## src/rtl/core/tts_pkg.sv

```systemverilog
// ----------------------------------------------------------------------------
// tts_pkg
// Shared types, byte constants and result codes of the template tag scanner.
// ----------------------------------------------------------------------------
`default_nettype none

package tts_pkg;

	localparam logic [7:0] CH_LBRACE = 8'h7B;
	localparam logic [7:0] CH_RBRACE = 8'h7D;
	localparam logic [7:0] CH_PCT    = 8'h25;
	localparam logic [7:0] CH_HASH   = 8'h23;
	localparam logic [7:0] CH_NL     = 8'h0A;
	localparam logic [7:0] CH_SQUOTE = 8'h27;
	localparam logic [7:0] CH_DQUOTE = 8'h22;

	localparam int QDEPTH = 4;
	localparam int QAW    = $clog2(QDEPTH);
	localparam int QCW    = $clog2(QDEPTH + 1);

	typedef enum logic [1:0] {
		K_TEXT    = 2'd0,
		K_CONTENT = 2'd1,
		K_DONE    = 2'd2,
		K_ERROR   = 2'd3
	} kind_t;

	typedef struct packed {
		kind_t      kind;
		logic       tag_type;
		logic [7:0] char_out;
		logic       last;
	} res_t;

	// Results produced by one scanned byte: a count of zero to two and the slots.
	typedef struct packed {
		logic [1:0] n;
		res_t       r0;
		res_t       r1;
	} push_t;

	typedef struct packed {
		logic failed;
	} core_stat_t;

endpackage

`default_nettype wire

```

## src/rtl/core/tts_in_if.sv

```systemverilog
// ----------------------------------------------------------------------------
// tts_in_if
// Byte input channel: template byte and suppress flag with valid/ready.
// ----------------------------------------------------------------------------
`default_nettype none

interface tts_in_if;
	logic       valid;
	logic       ready;
	logic [7:0] char_in;
	logic       suppress;

	modport source (output valid, output char_in, output suppress, input ready);
	modport sink   (input valid, input char_in, input suppress, output ready);
endinterface

`default_nettype wire

```

## src/rtl/core/tts_out_if.sv

```systemverilog
// ----------------------------------------------------------------------------
// tts_out_if
// Result output channel: kind, tag type, byte and last flag with valid/ready.
// ----------------------------------------------------------------------------
`default_nettype none

interface tts_out_if;
	logic       valid;
	logic       ready;
	logic [1:0] kind;
	logic       tag_type;
	logic [7:0] char_out;
	logic       last;

	modport source (output valid, output kind, output tag_type, output char_out,
		output last, input ready);
	modport sink   (input valid, input kind, input tag_type, input char_out,
		input last, output ready);
endinterface

`default_nettype wire

```

## src/rtl/core/tts_scan_core.sv

```systemverilog
// ----------------------------------------------------------------------------
// tts_scan_core
// Scanner state machine: classifies one byte per step and emits up to two results.
// ----------------------------------------------------------------------------
`default_nettype none

module tts_scan_core (
	input  wire logic            clk,
	input  wire logic            arst_n,
	input  wire logic            step,
	input  wire logic [7:0]      ch,
	input  wire logic            sup,
	output tts_pkg::push_t       push,
	output tts_pkg::core_stat_t  stat
);

	typedef enum logic [2:0] {
		M_TEXT        = 3'd0,
		M_OPEN        = 3'd1,
		M_STRING      = 3'd2,
		M_COMMENT     = 3'd3,
		M_COMMENT_END = 3'd4,
		M_CLOSE       = 3'd5,
		M_STATEMENT   = 3'd6,
		M_EXPRESSION  = 3'd7
	} mode_t;

	mode_t mode_q, mode_d;
	logic  tag_kind_q, tag_kind_d;
	logic  quote_dbl_q, quote_dbl_d;
	logic  failed_q, failed_d;

	tts_pkg::res_t r0, r1;
	logic [1:0]    n;
	mode_t         tag_mode;
	logic [7:0]    closer;
	logic [7:0]    quote;

	function automatic tts_pkg::res_t mk(tts_pkg::kind_t k, logic t, logic [7:0] c);
		tts_pkg::res_t r;
		r.kind     = k;
		r.tag_type = t;
		r.char_out = c;
		r.last     = 1'b0;
		return r;
	endfunction

	always_comb begin
		tag_mode    = tag_kind_q ? M_STATEMENT : M_EXPRESSION;
		closer      = tag_kind_q ? tts_pkg::CH_PCT : tts_pkg::CH_RBRACE;
		quote       = quote_dbl_q ? tts_pkg::CH_DQUOTE : tts_pkg::CH_SQUOTE;
		mode_d      = mode_q;
		tag_kind_d  = tag_kind_q;
		quote_dbl_d = quote_dbl_q;
		failed_d    = failed_q;
		n           = 2'd0;
		r0          = mk(tts_pkg::K_TEXT, 1'b0, 8'h00);
		r1          = mk(tts_pkg::K_TEXT, 1'b0, 8'h00);
		if (!failed_q) begin
			if (ch == tts_pkg::CH_NL) begin
				if (mode_q != M_COMMENT) begin
					if (mode_q == M_TEXT) begin
						if (!sup) begin
							r0 = mk(tts_pkg::K_TEXT, 1'b0, ch);
							n  = 2'd1;
						end
					end else begin
						failed_d = 1'b1;
						if (sup) begin
							r0 = mk(tts_pkg::K_ERROR, 1'b0, 8'h00);
							n  = 2'd1;
						end else begin
							r0 = mk(tts_pkg::K_TEXT, 1'b0, ch);
							r1 = mk(tts_pkg::K_ERROR, 1'b0, 8'h00);
							n  = 2'd2;
						end
					end
				end
			end else begin
				unique case (mode_q)
					M_TEXT: begin
						if (ch == tts_pkg::CH_LBRACE) begin
							mode_d = M_OPEN;
						end else if (!sup) begin
							r0 = mk(tts_pkg::K_TEXT, 1'b0, ch);
							n  = 2'd1;
						end
					end
					M_OPEN: begin
						if (ch == tts_pkg::CH_PCT) begin
							mode_d     = M_STATEMENT;
							tag_kind_d = 1'b1;
						end else if (ch == tts_pkg::CH_LBRACE) begin
							if (sup) begin
								mode_d = M_TEXT;
							end else begin
								mode_d     = M_EXPRESSION;
								tag_kind_d = 1'b0;
							end
						end else if (ch == tts_pkg::CH_HASH) begin
							mode_d = M_COMMENT;
						end else begin
							// A lone brace turns out to be text and, unless suppressed, is flushed with this byte.
							mode_d = M_TEXT;
							if (!sup) begin
								r0 = mk(tts_pkg::K_TEXT, 1'b0, tts_pkg::CH_LBRACE);
								r1 = mk(tts_pkg::K_TEXT, 1'b0, ch);
								n  = 2'd2;
							end
						end
					end
					M_COMMENT: begin
						if (ch == tts_pkg::CH_HASH) begin
							mode_d = M_COMMENT_END;
						end
					end
					M_COMMENT_END: begin
						mode_d = (ch == tts_pkg::CH_RBRACE) ? M_TEXT : M_COMMENT;
					end
					M_STATEMENT, M_EXPRESSION: begin
						if (ch == closer) begin
							mode_d = M_CLOSE;
						end else begin
							if (ch == tts_pkg::CH_SQUOTE || ch == tts_pkg::CH_DQUOTE) begin
								quote_dbl_d = (ch == tts_pkg::CH_DQUOTE);
								mode_d      = M_STRING;
							end
							r0 = mk(tts_pkg::K_CONTENT, tag_kind_q, ch);
							n  = 2'd1;
						end
					end
					M_STRING: begin
						if (ch == quote) begin
							mode_d = tag_mode;
						end
						r0 = mk(tts_pkg::K_CONTENT, tag_kind_q, ch);
						n  = 2'd1;
					end
					M_CLOSE: begin
						if (ch == tts_pkg::CH_RBRACE) begin
							mode_d = M_TEXT;
							r0     = mk(tts_pkg::K_DONE, tag_kind_q, 8'h00);
							n      = 2'd1;
						end else begin
							// False closer: both bytes are content and the tag goes on.
							mode_d = tag_mode;
							r0     = mk(tts_pkg::K_CONTENT, tag_kind_q, closer);
							r1     = mk(tts_pkg::K_CONTENT, tag_kind_q, ch);
							n      = 2'd2;
						end
					end
					default: begin
						mode_d = M_TEXT;
					end
				endcase
			end
		end
		if (n == 2'd1) begin
			r0.last = 1'b1;
		end
		if (n == 2'd2) begin
			r1.last = 1'b1;
		end
		push.n    = step ? n : 2'd0;
		push.r0   = r0;
		push.r1   = r1;
		stat.failed = failed_q;
	end

	always_ff @(posedge clk or negedge arst_n) begin
		if (!arst_n) begin
			mode_q      <= M_TEXT;
			tag_kind_q  <= 1'b0;
			quote_dbl_q <= 1'b0;
			failed_q    <= 1'b0;
		end else if (step) begin
			mode_q      <= mode_d;
			tag_kind_q  <= tag_kind_d;
			quote_dbl_q <= quote_dbl_d;
			failed_q    <= failed_d;
		end
	end

endmodule

`default_nettype wire

```

## src/rtl/core/tts_result_queue.sv

```systemverilog
// ----------------------------------------------------------------------------
// tts_result_queue
// Small result queue: takes up to two results a cycle, delivers one a cycle.
// ----------------------------------------------------------------------------
`default_nettype none

module tts_result_queue (
	input  wire logic                       clk,
	input  wire logic                       arst_n,
	input  wire tts_pkg::push_t             push,
	input  wire logic                       pop,
	output tts_pkg::res_t                   head,
	output logic [tts_pkg::QCW-1:0]         count
);

	tts_pkg::res_t               entry_q [tts_pkg::QDEPTH];
	logic [tts_pkg::QAW-1:0]     wp_q, rp_q;
	logic [tts_pkg::QCW-1:0]     count_q;
	logic [tts_pkg::QAW-1:0]     wp_next1;

	assign wp_next1 = wp_q + tts_pkg::QAW'(1);
	assign head     = entry_q[rp_q];
	assign count    = count_q;

	always_ff @(posedge clk) begin
		if (push.n != 2'd0) begin
			entry_q[wp_q] <= push.r0;
		end
		if (push.n == 2'd2) begin
			entry_q[wp_next1] <= push.r1;
		end
	end

	always_ff @(posedge clk or negedge arst_n) begin
		if (!arst_n) begin
			wp_q    <= '0;
			rp_q    <= '0;
			count_q <= '0;
		end else begin
			wp_q    <= wp_q + tts_pkg::QAW'(push.n);
			rp_q    <= rp_q + tts_pkg::QAW'(pop);
			count_q <= count_q + tts_pkg::QCW'(push.n) - tts_pkg::QCW'(pop);
		end
	end

endmodule

`default_nettype wire

```

## src/rtl/core/template_tag_scanner_unit.sv

```systemverilog
// ----------------------------------------------------------------------------
// template_tag_scanner_unit
// Template tag scanner: splits a byte stream into text, tag content and tag
// markers, with a registered input stage and a four-entry result queue.
// ----------------------------------------------------------------------------
// Flow: an accepted byte is held in the input stage and scanned once the result
// queue has room; its results are then offered from the head of the queue.
// Throughput: one byte per cycle while the queue has room; the output side
// gives one result per cycle while ready is high, so two-result bytes back up.
// The input stage scans a byte only when the result queue has room for two.
// Reset: arst_n clears the scanner to plain text mode and empties the queue.
// ----------------------------------------------------------------------------
`default_nettype none

module template_tag_scanner_unit (
	input  wire logic   clk,
	input  wire logic   arst_n,
	tts_in_if.sink      bytes,
	tts_out_if.source   results
);

	logic                      valid_s1;
	logic [7:0]                char_s1;
	logic                      sup_s1;
	logic                      room;
	logic                      consume;
	logic                      pop;
	logic [tts_pkg::QCW-1:0]   count;
	tts_pkg::push_t            push;
	tts_pkg::core_stat_t       stat;
	tts_pkg::res_t             head;

	assign room        = (count <= tts_pkg::QCW'(tts_pkg::QDEPTH - 2));
	assign consume     = valid_s1 && room;
	assign bytes.ready = !valid_s1 || consume;

	always_ff @(posedge clk or negedge arst_n) begin
		if (!arst_n) begin
			valid_s1 <= 1'b0;
		end else if (bytes.ready) begin
			valid_s1 <= bytes.valid;
		end
	end

	always_ff @(posedge clk) begin
		if (bytes.ready && bytes.valid) begin
			char_s1 <= bytes.char_in;
			sup_s1  <= bytes.suppress;
		end
	end

	tts_scan_core u_core (
		.clk    (clk),
		.arst_n (arst_n),
		.step   (consume),
		.ch     (char_s1),
		.sup    (sup_s1),
		.push   (push),
		.stat   (stat)
	);

	assign pop = results.valid && results.ready;

	tts_result_queue u_queue (
		.clk    (clk),
		.arst_n (arst_n),
		.push   (push),
		.pop    (pop),
		.head   (head),
		.count  (count)
	);

	assign results.valid    = (count != '0);
	assign results.kind     = head.kind;
	assign results.tag_type = head.tag_type;
	assign results.char_out = head.char_out;
	assign results.last     = head.last;

	// The queue never holds more than its depth.
	a_count_bound: assert property (@(posedge clk) disable iff (!arst_n)
		count <= tts_pkg::QCW'(tts_pkg::QDEPTH))
		else $error("result queue overfilled");

	// A byte is scanned only when the queue can take both of its results.
	a_room_on_scan: assert property (@(posedge clk) disable iff (!arst_n)
		(push.n != 2'd0) |-> (count <= tts_pkg::QCW'(tts_pkg::QDEPTH - 2)))
		else $error("results pushed without room");

	// Once failed, the scanner produces nothing more.
	a_silent_after_error: assert property (@(posedge clk) disable iff (!arst_n)
		stat.failed |-> (push.n == 2'd0))
		else $error("result produced after error");

	// A request held in the input stage stays until it is scanned.
	a_s1_hold: assert property (@(posedge clk) disable iff (!arst_n)
		(valid_s1 && !room) |=> (valid_s1 && $stable(char_s1)))
		else $error("input stage lost a byte");

endmodule

`default_nettype wire

```

## src/flat_wrapper.sv

```systemverilog
// flat-port wrapper written by rule: the top's interface ports become plain ports
module template_tag_scanner_unit_flat 
  (clk, arst_n, bytes_valid, bytes_char_in, bytes_suppress, bytes_ready, results_valid, results_kind, results_tag_type, results_char_out, results_last, results_ready);
  tts_in_if bytes_i ();
  tts_out_if results_i ();
  input  wire logic clk;
  input  wire logic arst_n;
  input wire logic [$bits(bytes_i.valid)-1:0] bytes_valid;
  input wire logic [$bits(bytes_i.char_in)-1:0] bytes_char_in;
  input wire logic [$bits(bytes_i.suppress)-1:0] bytes_suppress;
  output wire logic [$bits(bytes_i.ready)-1:0] bytes_ready;
  output wire logic [$bits(results_i.valid)-1:0] results_valid;
  output wire logic [$bits(results_i.kind)-1:0] results_kind;
  output wire logic [$bits(results_i.tag_type)-1:0] results_tag_type;
  output wire logic [$bits(results_i.char_out)-1:0] results_char_out;
  output wire logic [$bits(results_i.last)-1:0] results_last;
  input wire logic [$bits(results_i.ready)-1:0] results_ready;
  assign bytes_i.valid = bytes_valid;
  assign bytes_i.char_in = bytes_char_in;
  assign bytes_i.suppress = bytes_suppress;
  assign bytes_ready = bytes_i.ready;
  assign results_valid = results_i.valid;
  assign results_kind = results_i.kind;
  assign results_tag_type = results_i.tag_type;
  assign results_char_out = results_i.char_out;
  assign results_last = results_i.last;
  assign results_i.ready = results_ready;
  template_tag_scanner_unit u_core (.clk(clk), .arst_n(arst_n), .bytes(bytes_i), .results(results_i));
endmodule
```

## config.mk

```make
export PLATFORM = sky130hd
export DESIGN_NAME = template_tag_scanner_unit_flat
export DESIGN_NICKNAME = d
export VERILOG_FILES = /design/src/rtl/core/tts_pkg.sv /design/src/rtl/core/tts_in_if.sv /design/src/rtl/core/tts_out_if.sv /design/src/rtl/core/tts_scan_core.sv /design/src/rtl/core/tts_result_queue.sv /design/src/rtl/core/template_tag_scanner_unit.sv /design/src/flat_wrapper.sv
export SDC_FILE = /design/constraint.sdc
export NUM_CORES = 1
export LEC_CHECK = 0
export BUFFER_PORTS_ARGS = -buffer_cell sky130_fd_sc_hd__clkbuf_2
export CAP_MARGIN = 20
export CORE_MARGIN = 5
export CORE_UTILIZATION = 40
export CTS_CLUSTER_DIAMETER = 100
export CTS_CLUSTER_SIZE = 10
export DETAILED_ROUTE_END_ITERATION = 6
export PLACE_DENSITY = 0.58
export SLEW_MARGIN = 5
export SYNTH_ARGS = -nofsm -noshare
export SYNTH_HDL_FRONTEND = slang
export SYNTH_SLANG_ARGS = --single-unit
```

## constraint.sdc

```tcl
create_clock -name clk -period 11.13 [get_ports clk]
set_input_delay 0.5565 -clock clk [delete_from_list [all_inputs] [get_ports clk]]
set_output_delay 0.5565 -clock clk [all_outputs]
set_load 0.01 [all_outputs]
```

==> results of run 1 <==
worst register-to-register path: cells and delay by family (launching register included):
family                 cells  cell delay [ns]
buffers and inverters      2             0.57
and+or+nand+nor            4             1.44
AOI/OAI and AO/OA          2             0.76
DFF                        1             0.56
per-layer routing:
layer	up-vias	global-route usage (%)	part of all wire [%]
met4	0	4.19	1.5
met5	-	0	0
met1	1393	21.6	46
met3	13	4.09	4.5
li1	1359	-	-
met2	73	25.9	48
final timing paths:
path	slack [ns]	cells past startpoint	to
max	7.50	8	u_core.u_queue.entry_q[3][9]
min	0.11	1	u_core.u_core.tag_kind_q
max reg2reg	7.50	8	u_core.u_queue.entry_q[3][9]
min reg2reg	0.50	1	u_core.u_queue.count[2]
max in group asynchronous	10.76	1	u_core.u_queue.rp_q[1]
min in group clk	0.39	1	u_core.char_s1[0]
area by class of cell:
cell class                      instances  area, um2
Clock buffer                           10        128
Clock inverter                          6       68.8
Fill cell                             937       5280
Inverter                               10       37.5
Multi-Input combinational cell        236       1910
Sequential cell                        71       2060
Tap cell                              133        166
Timing Repair Buffer                   31        168
power groups by stage:
stage          Clock [W]  Sequential [W]  Combinational (W)
2_1_floorplan          0        0.000433           0.000447
3_3_place_gp           0        0.000498           0.000546
3_5_place_dp           0        0.000500           0.000555
4_1_cts         0.000212        0.000495           0.000558
5_1_grt         0.000226        0.000508           0.000624
6_report        0.000206        0.000493           0.000555
through the flow:
stage | instance area [um2] | util, % | setup slack [ns] | cells | power (W)
2_1_floorplan | 4060 | - | 7.60 | 337 | 0.000880
3_3_place_gp | 4340 | 44.2 | 7.21 | 480 | 0.00104
3_5_place_dp | 4340 | 44.2 | 7.11 | 480 | 0.00106
4_1_cts | 4530 | 46.2 | 7.08 | 496 | 0.00127
5_1_grt | 4540 | 46.3 | 7.24 | 497 | 0.00136
6_report | 4540 | 46.3 | 7.50 | 497 | 0.00125
cell usage in the layout, fill, tap and decap left out, types with 5 or more instances in the layout:
cell type	netlist	routed
a21o_1	5	5
o21ai_1	10	10
dfrtp_1	14	14
inv_1	10	10
mux4_2	12	12
mux2i_1	28	28
nand3_1	8	8
nor2_1	12	12
ha_1	7	7
nand2_1	27	27
o211ai_1	6	6
edfxtp_1	57	57
and2_1	7	7
nand2b_1	5	5
or3_1	5	5
and3_1	8	8
a21oi_1	10	10
clkbuf_2	0	26
nor3_1	7	7
clkbuf_8	0	9
o21ai_0	16	16
registers in the layout, indices dropped and copies added (netlist names):
name / cells
u_core.u_queue.rp_q: 2
u_core.sup_s1: 1
u_core.u_core.mode_q: 3
u_core.u_core.tag_kind_q: 1
u_core.u_core.stat: 1
u_core.u_queue.entry_q: 48
u_core.char_s1: 8
u_core.u_queue.count: 3
u_core.valid_s1: 1
u_core.u_queue.wp_q: 2
u_core.u_core.quote_dbl_q: 1
cells by family after synthesis:
kind of cell | Yosys count | share of synthesized area (%)
AOI/OAI and AO/OA | 75 | 12.9
buffers and inverters | 30 | 3.08
adders and majority gates | 8 | 2.65
xor gates and xnor gates | 6 | 1.30
muxes | 41 | 13.8
and+or+nand+nor | 106 | 15.4
DFF | 71 | 50.8
==> flow_summary.ini, run 1 <==
[global_routing]
track_usage_pct = 16.1
grt_pass1_vias = 2848
antenna_found_initial = 0
grt_pass1_wl_um = 15800
grt_overflow_total = 0
grt_max_degree = 17

[cts]
post-cts-setup-buffers = 0
htreeDepth = 3
insertion_delay_ns = 0.35
clkSinkCount = 71
clk_pin_slew_ns = 0.08
cts_made_buffers = 9
clockRootBuffer = clkbuf_8
cts_tree = yes
hold_buffers = 0
cts_buffer_depth = 2
cts.repair.resized = 0

[die]
initial_core_util_pct = 41.3
die_area_um2 = 12300
pin_count = 27
num_rows = 36
die_h_um = 111
die_w_um = 111
core_area_um2 = 9820

[sta]
fin_crit_sh_pct = 32.6
rsz0062_at_grt = false
hold_ws_ns = 0.108
worst_pin_slew_ns = 0.826
hold_violations = 0
finalSetupTns_ns = 0
fin_skew_ns = 0.00979
max_slew_margin_pct = 44.9
fmax_ghz = 0.276
setup_violations = 0
slew_viol_final = 0
finalCriticalPeriod_ns = 3.63

[worst_setup_path]
crit_path_end_kind = flop
path_max_fanout = 13
critPathRequiredTime_ns = 11.18
arrival_ns = 3.68
cp_num_buf_inv = 2
crit_slowest_cell = nor4_2
setup.worst_path.start_class = flop
r2r-start = u_core.char_s1[2]
crit_family = simple AND/OR/NAND/NOR gates
cp-startpoint = u_core.char_s1[2]
path_class = reg -> reg
crit_path_max_incr_delay_ns = 0.66
path_cells = nor2b_1 > and3_1 > a2111oi_2 > clkbuf_4 > a32o_1 > nor3_1 > nor4_2 > buf_4

[pwr]
vdd_drop_max_v = 0.000123
p_clk_share_pct = 16.4
combPwrFrac_pct = 44.3
leakagePower_nw = 1.74
p_int_w = 0.000742
p_per_area_nw_per_um2 = 276
power_frac_seq_pct = 39.3
switching_share_pct = 40.8
p_sw_w = 0.000512

[placement]
place.gp.congestion = 0.895
dp_hpwl_um = 6930
port-buffer-count = 26

[finish]
areaGrowthSynthToFinish_pct = 12.0
final_layout_size_suffix_gt1_share_pct = 20.6
nets = 380
antennaDiodeCount = 0

[yosys]
synthTopCellsByCount = edfxtp_1 (57), mux2i_1 (28), nand2_1 (27)
synth_area_um2 = 4060
yosysWarnings = 0
syn-instance-count = 337
synthesis.nets = 358
synth_top_cells_by_area = edfxtp_1 (42%), dfrtp_1 (8.6%), mux2i_1 (6.9%), mux4_2 (6.7%), nand2_1 (2.5%)
ys_types = 63
ys_async_sr_fraction_pct = 19.7
synth-seq-area-share_pct = 50.8
synth_ff_type = edfxtp_1
syn_area_per_cell_um2 = 12.0
yosys_register_bits = 71
synth.most_common_cell = edfxtp_1
netlist.top_cell.by_area = edfxtp_1
synth_top_area_share_pct = 42.2
synth_edf_count = 57

[drt]
drtIter0Drc = 197
vias = 2838
via_per_inst = 5.71
finalWirelength_um = 9250
ant_nets = 0
wl_per_cell_um = 18.6
drc = 0
first_pass_iters = 4

[outcome]
status = finished, final reports clean

[worst_hold_path]
hold_path_class = in -> async

[flow_run]
cap_violations = 0
Power figures use the tool's default switching activity.
==> run 2: changes to the inputs <==
PLACE_DENSITY = 0.6   (was 0.58)
clock period = 3.2 ns   (was 11.13 ns; I/O delays follow)
==> run 2 against run 1 <==
  * Highest routed layer unchanged
  * Clock skew down 0.0016 ns
  * Sequential power rose to 3.4 times the previous value
  * Final cell count increased by 6.4%
==> flow_summary.ini, run 2 (same netlist as run 1, synthesis figures left out) <==
[worst_setup_path]
arrival_ns = 3.24
critPathRequiredTime_ns = 3.44
path_class = reg -> reg
path_max_fanout = 8
setup.worst_path.start_class = flop
reg2reg_depth = 13
crit_path_end_kind = flop

[finish]
reg.largest.list = u_core.u_queue.entry_q (48), u_core.char_s1 (8)
areaGrowthSynthToFinish_pct = 19.6
max_flop_register = u_core.u_queue.entry_q
fill_cells = 938
final_area_um2 = 4850
fin_util_pct = 49.4
nets = 412
area.sequential_um2 = 2060
mostFrequentLayoutCell = edfxtp_1
layout_common_cells = edfxtp_1 (57), mux2i_1 (28), nand2_1 (27)
multi_input_area_um2 = 1900
antennaDiodeCount = 0
final_layout_size_suffix_gt1_share_pct = 24.2
largest_reg_flops = 48

[drt]
vias = 2926
finalWirelength_um = 9700
first_pass_iters = 4
via_per_inst = 5.53
wl_per_cell_um = 18.3
drtIter0Drc = 189
ant_nets = 0
drc = 0

[cts]
htreeDepth = 3
cts_tree = yes
cts.repair.resized = 0
cts_buffer_depth = 2
insertion_delay_ns = 0.35
clockRootBuffer = clkbuf_8
cts_made_buffers = 9
clk_pin_slew_ns = 0.08
clkSinkCount = 71

[placement]
port-buffer-count = 26
dp_hpwl_um = 6990
placed_area_um2 = 4510
place.gp.congestion = 0.849

[sta]
slew_viol_final = 0
fin_skew_ns = 0.00823
finalCriticalPeriod_ns = 3.01
rsz0062_at_grt = false
fmax_ghz = 0.333
worst_pin_slew_ns = 0.897
fin_crit_sh_pct = 93.9
setup_violations = 0
hold_violations = 0
max_slew_margin_pct = 40.2

[outcome]
status = finished, final reports clean

[pwr]
p_per_area_nw_per_um2 = 944
finalPower_w = 0.00458
leakagePower_nw = 1.90
vdd_drop_max_v = 0.000339

[die]
pin_count = 27
core_area_um2 = 9820
die_w_um = 111
num_rows = 36
initial_core_util_pct = 41.3
die_area_um2 = 12300
die_h_um = 111

[global_routing]
grt_pass1_vias = 3000
grt_overflow_total = 0
grt_max_degree = 15
track_usage_pct = 16.2
grt_pass1_wl_um = 15900
antenna_found_initial = 0

[worst_hold_path]
hold_depth = 3
hold_path_class = in -> reg

[flow_run]
cap_violations = 0
[run 2: worst paths after layout]
path | start | to | slack, ns
worst max-delay path | u_core.char_s1[1] | u_core.u_queue.count[2] | 0.19
worst min-delay path | results_ready | u_core.u_queue.rp_q[0] | 0.19
worst max register to register | u_core.char_s1[1] | u_core.u_queue.count[2] | 0.19
worst min register to register | u_core.u_queue.count[2] | u_core.u_queue.count[2] | 0.50
max in group asynchronous | arst_n | u_core.u_queue.rp_q[0] | 2.68
min in group asynchronous | arst_n | u_core.u_core.mode_q[0] | 0.25
[run 2: per-layer routing]
metal	GRT usage, %	part of all wire, %	wire length, um	vias to the layer above
met5	0	0	0	-
met3	3.71	4.3	413	11
met2	26.7	49	4780	74
met1	21.3	45	4410	1416
li1	-	-	-	1425
met4	4.93	1.0	99	0
[run 2: stage by stage]
step / hold slack (ns) / setup WS [ns] / cells / setup TNS [ns]
after CTS: 0.190 / 0.105 / 528 / 0
after global routing: 0.215 / 0.0262 / 529 / 0
final: 0.194 / 0.195 / 529 / 0
after detailed placement: 0.0947 / 0.131 / 501 / 0
after floorplan: -0.136 / -0.326 / 337 / -13.59
after global placement: 0.0907 / 0.204 / 501 / 0
[run 2: area by class of cell]
type / instances / area share [%]
Inverter: 10 / 0.774
Timing Repair Buffer: 63 / 9.49
Clock inverter: 6 / 1.91
Multi-Input combinational cell: 236 / 39.2
Tap cell: 133 / 3.43
Clock buffer: 10 / 2.63
Sequential cell: 71 / 42.5
[run 2: worst max-delay path, cell delays in order (launching register included)]
cell and delay [ns]:
edfxtp_1 0.53, and4bb_2 0.42, o2111a_1 0.31, o211ai_1 0.13, a32oi_1 0.23, nor2_1 0.09, inv_1 0.08, ha_1 0.22
inv_1 0.05, ha_1 0.13, inv_1 0.05, fa_1 0.37, xor2_1 0.16, xnor2_1 0.13
[run 2: timing repair]
item	CTS	global route
endpoints found under the setup margin	0	1
setup buffers	0	1
hold buffers	11	0
hold endpoints to repair	24	0
[run 2: power by group]
| group | switching (W) | internal [W] | total (W) |
|---|---|---|---|
| clock network | 0.000358 | 0.000445 | 0.000803 |
| logic | 0.00115 | 0.000929 | 0.00208 |
| registers | 0.000305 | 0.00139 | 0.00170 |
| total | 0.00181 | 0.00277 | 0.00458 |
